### src/rtl/tvs_pkg.sv
// Shared types, constants and the microcode ROM of the trilinear volume sampler.
package tvs_pkg;

    localparam int MAX_X_DEF     = 32;
    localparam int MAX_Y_DEF     = 32;
    localparam int MAX_Z_DEF     = 32;
    localparam int FRAC_BITS_DEF = 8;

    localparam int SIZE_W    = 6;
    localparam int CFG_IDX_W = 2;

    localparam logic [CFG_IDX_W-1:0] REG_SIZE_X = 2'd0;
    localparam logic [CFG_IDX_W-1:0] REG_SIZE_Y = 2'd1;
    localparam logic [CFG_IDX_W-1:0] REG_SIZE_Z = 2'd2;

    localparam logic [1:0] ST_SAMPLED = 2'd0;
    localparam logic [1:0] ST_OUTSIDE = 2'd1;
    localparam logic [1:0] ST_WRITTEN = 2'd2;
    localparam logic [1:0] ST_IGNORED = 2'd3;

    localparam int PC_W      = 4;
    localparam int N_CORNERS = 8;
    localparam int ACC_LAG   = 3;

    typedef logic [PC_W-1:0] t_pc;

    localparam t_pc STEP_IDLE   = t_pc'(0);
    localparam t_pc STEP_OFFS   = t_pc'(1);
    localparam t_pc STEP_R0     = t_pc'(2);
    localparam t_pc STEP_RD_END = t_pc'(2 + N_CORNERS);
    localparam t_pc STEP_ACC0   = t_pc'(2 + ACC_LAG);
    localparam t_pc STEP_RES    = t_pc'(2 + N_CORNERS + ACC_LAG);
    localparam t_pc STEP_WR     = t_pc'(3 + N_CORNERS + ACC_LAG);
    localparam t_pc STEP_SPARE  = t_pc'(4 + N_CORNERS + ACC_LAG);

    typedef enum logic [2:0] {
        C_NEXT,
        C_WAIT,
        C_JUMP,
        C_IFWRITE,
        C_IFOUT
    } t_cond;

    typedef enum logic [1:0] {
        O_NONE,
        O_SAMPLE,
        O_WRITE
    } t_osel;

    typedef struct packed {
        t_cond      cond;
        t_pc        target;
        logic       ld_offs;
        logic       rd_en;
        logic [2:0] rd_c;
        logic       mul_i;
        logic       acc_en;
        logic       wr_en;
        t_osel      osel;
    } t_uword;

    typedef struct packed {
        logic is_write;
        logic bad;
    } t_seq_flags;

    // Corner c = {k, j, i}; corner c is read into r_rdata at STEP_R0 + c, scaled by
    // the x weight into r_p1, by the yz weight into r_p2, then summed into r_acc.
    function automatic t_uword ucode(input t_pc pc);
        t_uword w;
        t_pc    d;
        w        = '0;
        w.cond   = C_NEXT;
        w.target = STEP_IDLE;
        w.osel   = O_NONE;
        d        = pc - STEP_R0;
        if (pc >= STEP_R0 && pc < STEP_RD_END) begin
            w.rd_en = 1'b1;
            w.rd_c  = d[2:0];
        end
        if (pc > STEP_R0 && pc <= STEP_RD_END) begin
            w.mul_i = ~d[0];
        end
        if (pc >= STEP_ACC0 && pc < STEP_RES) begin
            w.acc_en = 1'b1;
        end
        case (pc)
            STEP_IDLE: begin
                w.cond = C_WAIT;
            end
            STEP_OFFS: begin
                w.ld_offs = 1'b1;
                w.cond    = C_IFWRITE;
                w.target  = STEP_WR;
            end
            STEP_R0: begin
                w.cond   = C_IFOUT;
                w.target = STEP_RES;
            end
            STEP_RES: begin
                w.osel = O_SAMPLE;
                w.cond = C_JUMP;
            end
            STEP_WR: begin
                w.wr_en = 1'b1;
                w.osel  = O_WRITE;
                w.cond  = C_JUMP;
            end
            STEP_SPARE: begin
                w.cond = C_JUMP;
            end
            default: begin
            end
        endcase
        return w;
    endfunction

endpackage

### src/rtl/tvs_useq.sv
// Microcode sequencer: step counter, ROM lookup and conditional jumps.
module tvs_useq (
    input  logic                 i_clk,
    input  logic                 i_rst_n,
    input  logic                 i_go,
    input  tvs_pkg::t_seq_flags  i_flags,
    output tvs_pkg::t_uword      o_uword,
    output logic                 o_idle
);

    tvs_pkg::t_pc    r_pc;
    tvs_pkg::t_pc    n_pc;
    tvs_pkg::t_pc    pc_inc;
    tvs_pkg::t_uword uw;

    assign uw     = tvs_pkg::ucode(r_pc);
    assign pc_inc = r_pc + tvs_pkg::t_pc'(1);

    always_comb begin
        case (uw.cond)
            tvs_pkg::C_NEXT:    n_pc = pc_inc;
            tvs_pkg::C_WAIT:    n_pc = i_go ? pc_inc : r_pc;
            tvs_pkg::C_JUMP:    n_pc = uw.target;
            tvs_pkg::C_IFWRITE: n_pc = i_flags.is_write ? uw.target : pc_inc;
            tvs_pkg::C_IFOUT:   n_pc = i_flags.bad ? uw.target : pc_inc;
            default:            n_pc = tvs_pkg::STEP_IDLE;
        endcase
    end

    always_ff @(posedge i_clk) begin
        if (!i_rst_n) begin
            r_pc <= tvs_pkg::STEP_IDLE;
        end else begin
            r_pc <= n_pc;
        end
    end

    assign o_uword = uw;
    assign o_idle  = (r_pc == tvs_pkg::STEP_IDLE);

endmodule

### config.mk
export PLATFORM = sky130hd
export DESIGN_NAME = tvs_useq
export DESIGN_NICKNAME = d
export VERILOG_FILES = /design/src/rtl/tvs_pkg.sv /design/src/rtl/tvs_useq.sv
export SDC_FILE = /design/constraint.sdc
export NUM_CORES = 1
export LEC_CHECK = 0
export ABC_AREA = 1
export BUFFER_PORTS_ARGS = -buffer_cell sky130_fd_sc_hd__buf_2
export CAP_MARGIN = 20
export CORE_MARGIN = 4
export CORE_UTILIZATION = 25
export CTS_CLUSTER_DIAMETER = 30
export CTS_CLUSTER_SIZE = 24
export DETAILED_ROUTE_END_ITERATION = 8
export HOLD_SLACK_MARGIN = 0.15
export PLACE_DENSITY = 0.5
export SLEW_MARGIN = 10
export SYNTH_ARGS = -nofsm -noshare
export SYNTH_HDL_FRONTEND = slang
export SYNTH_SLANG_ARGS = --single-unit
### constraint.sdc
create_clock -name i_clk -period 1.44 [get_ports i_clk]
set_input_delay 0.072 -clock i_clk [delete_from_list [all_inputs] [get_ports i_clk]]
set_output_delay 0.072 -clock i_clk [all_outputs]
set_load 0.01 [all_outputs]
* After elaboration in Yosys (flattened, before gate mapping)
Index checks and enable logic that the tools add are counted.
** Storage, ports and cells
- Bits in registers :: 4
- Input port bits :: 5
- Logic and storage cells :: 38
** Operators by class
- $add $sub $neg :: 2
- $lt $le $gt $ge :: 6
- Eq/ne operators :: 10
- Mux-type cells :: 12
- Bitwise logic cells :: 1
- Reduce and logical (&&, ||, !) cells :: 6
** Operator list (count)
- $pmux W4 S5 :: 1
- $mux W4 :: 4
- $eq A4 B4 Y1 const B :: 3
- $pmux W3 S4 :: 1
- $lt A4 B4 Y1 const B :: 2
- $pmux W4 S2 :: 1
- $eq A3 B2 Y1 const B :: 2
- $add A4 B1 Y4 const B :: 1
- $eq A4 B1 Y1 const B :: 1
- $eq A4 B2 Y1 const B :: 1
- $ge A4 B2 Y1 const B :: 1
- $ge A4 B3 Y1 const B :: 1
- $gt A4 B2 Y1 const B :: 1
- $le A4 B4 Y1 const B :: 1
- $logic_not A4 Y1 :: 1
- $mux W1 :: 4
- $pmux W2 S2 :: 1
- $eq A3 B1 Y1 const B :: 1
- $eq A3 B3 Y1 const B :: 1
- $logic_and A1 B1 Y1 :: 3
- $logic_not A3 Y1 :: 1
- $reduce_or A3 Y1 :: 1
- $sub A3 B2 Y3 const B :: 1
- $ne A2 B2 Y1 const B :: 1
- $not A1 Y1 :: 1

* Logic depth before layout (Yosys ltp)
- Word-level depth :: 5
- Depth in mapped cells :: 11
- Gate-level depth less buffers :: 11

* Worst setup path before layout
OpenSTA, ideal clock, no wires.
- Path type :: flip-flop to flip-flop
- Start point :: register r_pc[1]
- End point :: register r_pc[1]
- Library setup time :: 0.116 ns
- Data arrival time :: 1.485 ns
- Data required time :: 1.324 ns
- Slack :: -0.161 ns
- Stages on the path, launching flop included :: 11
- Path buffers :: 0
- Period minus slack after synthesis :: 1.601 ns
- Path through :: dfxtp_1 inv_1 ha_1 nor2_1 nand2_1 nand2_4 nand2_4 nor3_4 inv_2 nand2_1 a21oi_1
** RTL lines
- start, declared :: RTL line tvs_useq.sv:11 : tvs_pkg::t_pc r_pc;
- start signal, assigned :: RTL line tvs_useq.sv:32 : r_pc <= tvs_pkg::STEP_IDLE;
- start signal, assigned :: RTL line tvs_useq.sv:34 : r_pc <= n_pc;

==> flow_summary.json <==
{
  "status": "finished with violations",
  "violations": "setup timing",
  "final_common_cell": "buf_2",
  "antenna_found_initial": 0,
  "finalHoldViolCount": 0,
  "place_hpwl_um": 1420,
  "rsz0062_at_grt": "true",
  "switching_power_mw": 1.18,
  "cts_tree": "yes",
  "drt_iter0_drc": 12,
  "cts_buffers": 3,
  "synthArstFlopShare_pct": 0,
  "holdPathStages": 5,
  "synthMuxAreaShare_pct": 0,
  "synth_edf_count": 0,
  "min_period_over_period_pct": 103,
  "dr_total_vias": 790,
  "critical_path_class": "reg2out",
  "netlist_area_um2": 628,
  "clkTransAtPathRegs_ps": 50,
  "drv_cap": 0,
  "io_pins": 23,
  "netlist_instances": 102,
  "coreArea_um2": 2300,
  "p_leak_nw": 0.647,
  "synth.distinct_cells": 23,
  "worstPathRequired_ps": 1370,
  "cts.sinks": 4,
  "p_clk_share_pct": 6.7,
  "switching_share_pct": 48.8,
  "synthAdderAreaFrac_pct": 12.0,
  "p_per_area_nw_per_um2": 2060,
  "crit_arrival_ps": 1410,
  "num_rows": 17,
  "synth_top_family_by_area": "simple AND/OR/NAND/NOR gates",
  "cp_top_family": "flip-flops",
  "tightestPinTransition_ps": 256,
  "finalClockSkew_ps": 14.3,
  "power_frac_comb_pct": 84.3,
  "hold_path_class": "in2reg",
  "remaining_drc_errors": 0,
  "dieArea_um2": 3380,
  "path_buf_inv": 2,
  "cts_max_path_buffers": 2,
  "critPathMaxFanout": 7,
  "fin_util_pct": 50.9,
  "syn_nets": 113,
  "min_period_ps": 1480,
  "overflow": 0,
  "insertion_delay_ps": 250,
  "ctsHtreeMaxLevel": 1,
  "critPathLaunchType": "register",
  "slowest_delay_ps": 370,
  "slew_violations": 0,
  "synth_seq_cells": 4,
  "die_w_um": 58.1,
  "worst_path_max_delay_cell": "dfxtp_4",
  "final_layout_size_suffix_gt1_share_pct": 63.6,
  "reg2reg_setup_slack_ps": -10,
  "yosys.area_share.simple_pct": 48.0,
  "layout_common_cells": "buf_2, nand2_1, buf_4",
  "synth_compound_area_share_pct": 8.96,
  "die_h_um": 58.1,
  "grt_max_degree": 8,
  "wl_per_cell_um": 11.2,
  "clockRootBuffer": "clkbuf_4",
  "crit_chain": "ha_2 > nand3_4 > inv_8 > nor4_4 > buf_2",
  "track_usage_pct": 11.7,
  "synth_xor_area_share_pct": 2.79,
  "diodes": 0,
  "num-nets-final": 163,
  "first_pass_iters": 4,
  "largest-register": "r_pc",
  "io_buffers": 22,
  "setup_violations": 7,
  "gp_congestion": 0.777,
  "ys_seq_area_share_pct": 12.7,
  "antenna_left": 0,
  "wl_um": 2000,
  "cp-end-kind": "primary output",
  "intPower_mw": 1.23,
  "cp.depth": 5,
  "ys.flop_type": "dfxtp_1",
  "slew_headroom_pct": 82.9,
  "start_util_pct": 27.3,
  "peakVddDrop_mv": 0.980,
  "nFillCells": 211,
  "grt_pass1_wl_um": 3050,
  "r2r_cells": 10,
  "seq_power_share_pct": 9.0,
  "grt_pass1_vias": 686,
  "avgSynthCellArea_um2": 6.16,
  "area_growth_pct": 86.1,
  "timing.fmax_ghz": 0.674,
  "ys_warn_count": 0,
  "pre_cts_ws_ps": -57.5,
  "largest_register_ffs": 4,
  "largestRegisters": "r_pc x4",
  "fin_ws_ps": -42.6,
  "vias_per_cell": 4.41
}
## layer usage
metal | vias to the layer above | global-route usage, % | share of wire [%]
met2 | 24 | 19.8 | 50
met5 | - | 0 | 0
met4 | 0 | 3.31 | 0.95
met3 | 2 | 4.90 | 6.4
li1 | 414 | - | -
met1 | 350 | 13.4 | 42
## path summary, 6_finish.rpt
check,startpoint,end
max,r_pc[1]$_SDFFE_PN0P_,o_uword[4]
min,i_flags[1],r_pc[1]$_SDFFE_PN0P_
max reg2reg,r_pc[1]$_SDFFE_PN0P_,r_pc[3]$_SDFFE_PN0P_
min reg2reg,r_pc[1]$_SDFFE_PN0P_,r_pc[1]$_SDFFE_PN0P_
## tightest hold or removal path, delay by kind of cell
kind	cells	cell delay, ps
AOI/OAI and AO/OA	2	190
and+or+nand+nor	2	150
buffers and inverters	1	110
## through the flow
stage                     instances  power [mW]  instance area (um2)  setup TNS (ps)  hold WS, ps
final                           179        2.41                 1170            -104          313
after global routing            179        2.63                 1170           -1160          334
after CTS                       173        2.04                 1010            -246          318
after detailed placement        161        1.66                  855            -202          354
after global placement          161        1.67                  855            -105          336
after floorplan                 102        1.14                  642               0          232
## synth_stat cells, types with 2 or more instances
cell type  count  area, um2
a21oi_1        2       10.0
buf_4          2       15.0
dfxtp_1        4       80.1
ha_1           6       75.1
inv_1         14       52.6
inv_2          8       30.0
nand2_1       23       86.3
nand2_2        3       18.8
nand2_4        3       33.8
nand3_1        8       40.0
nor2_1        13       48.8
o211ai_1       3       22.5
o21ai_0        2       10.0
xor2_1         2       17.5
## cell families (layout without fill, tap and decap cells)
family	count (synthesis)	count (layout)
AOI/OAI and AO/OA	9	9
xor gates and xnor gates	2	2
adders and majority gates	6	6
buffers and inverters	24	73
DFF	4	4
and+or+nand+nor	57	57
## cell type report
type / count / area [um2] / share of cell area [%]
Clock buffer: 4 / 26.3 / 2.25
Sequential cell: 4 / 90.1 / 7.71
Timing Repair Buffer: 47 / 347 / 29.7
Inverter: 22 / 95.1 / 8.14
Tap cell: 28 / 35.0 / 3.00
Multi-Input combinational cell: 74 / 576 / 49.3
## power by group through the flow
stage          logic [mW]  clock network (mW)  registers, mW
6_report             2.03               0.161          0.218
5_1_grt              2.22               0.183          0.227
4_1_cts              1.67               0.159          0.211
3_5_place_dp         1.46                   0          0.202
3_3_place_gp         1.46                   0          0.202
2_1_floorplan       0.935                   0          0.205
## repair_timing
action | 4_1_cts | 5_1_grt
resized for setup | 19 | 29
buffers inserted | 6 | 6
hold buffers | 2 | 0
pin swaps | 8 | 13
hold endpoints to repair | 4 | 0
setup endpoints to repair | 13 | 16
Power figures use the tool's default switching activity.
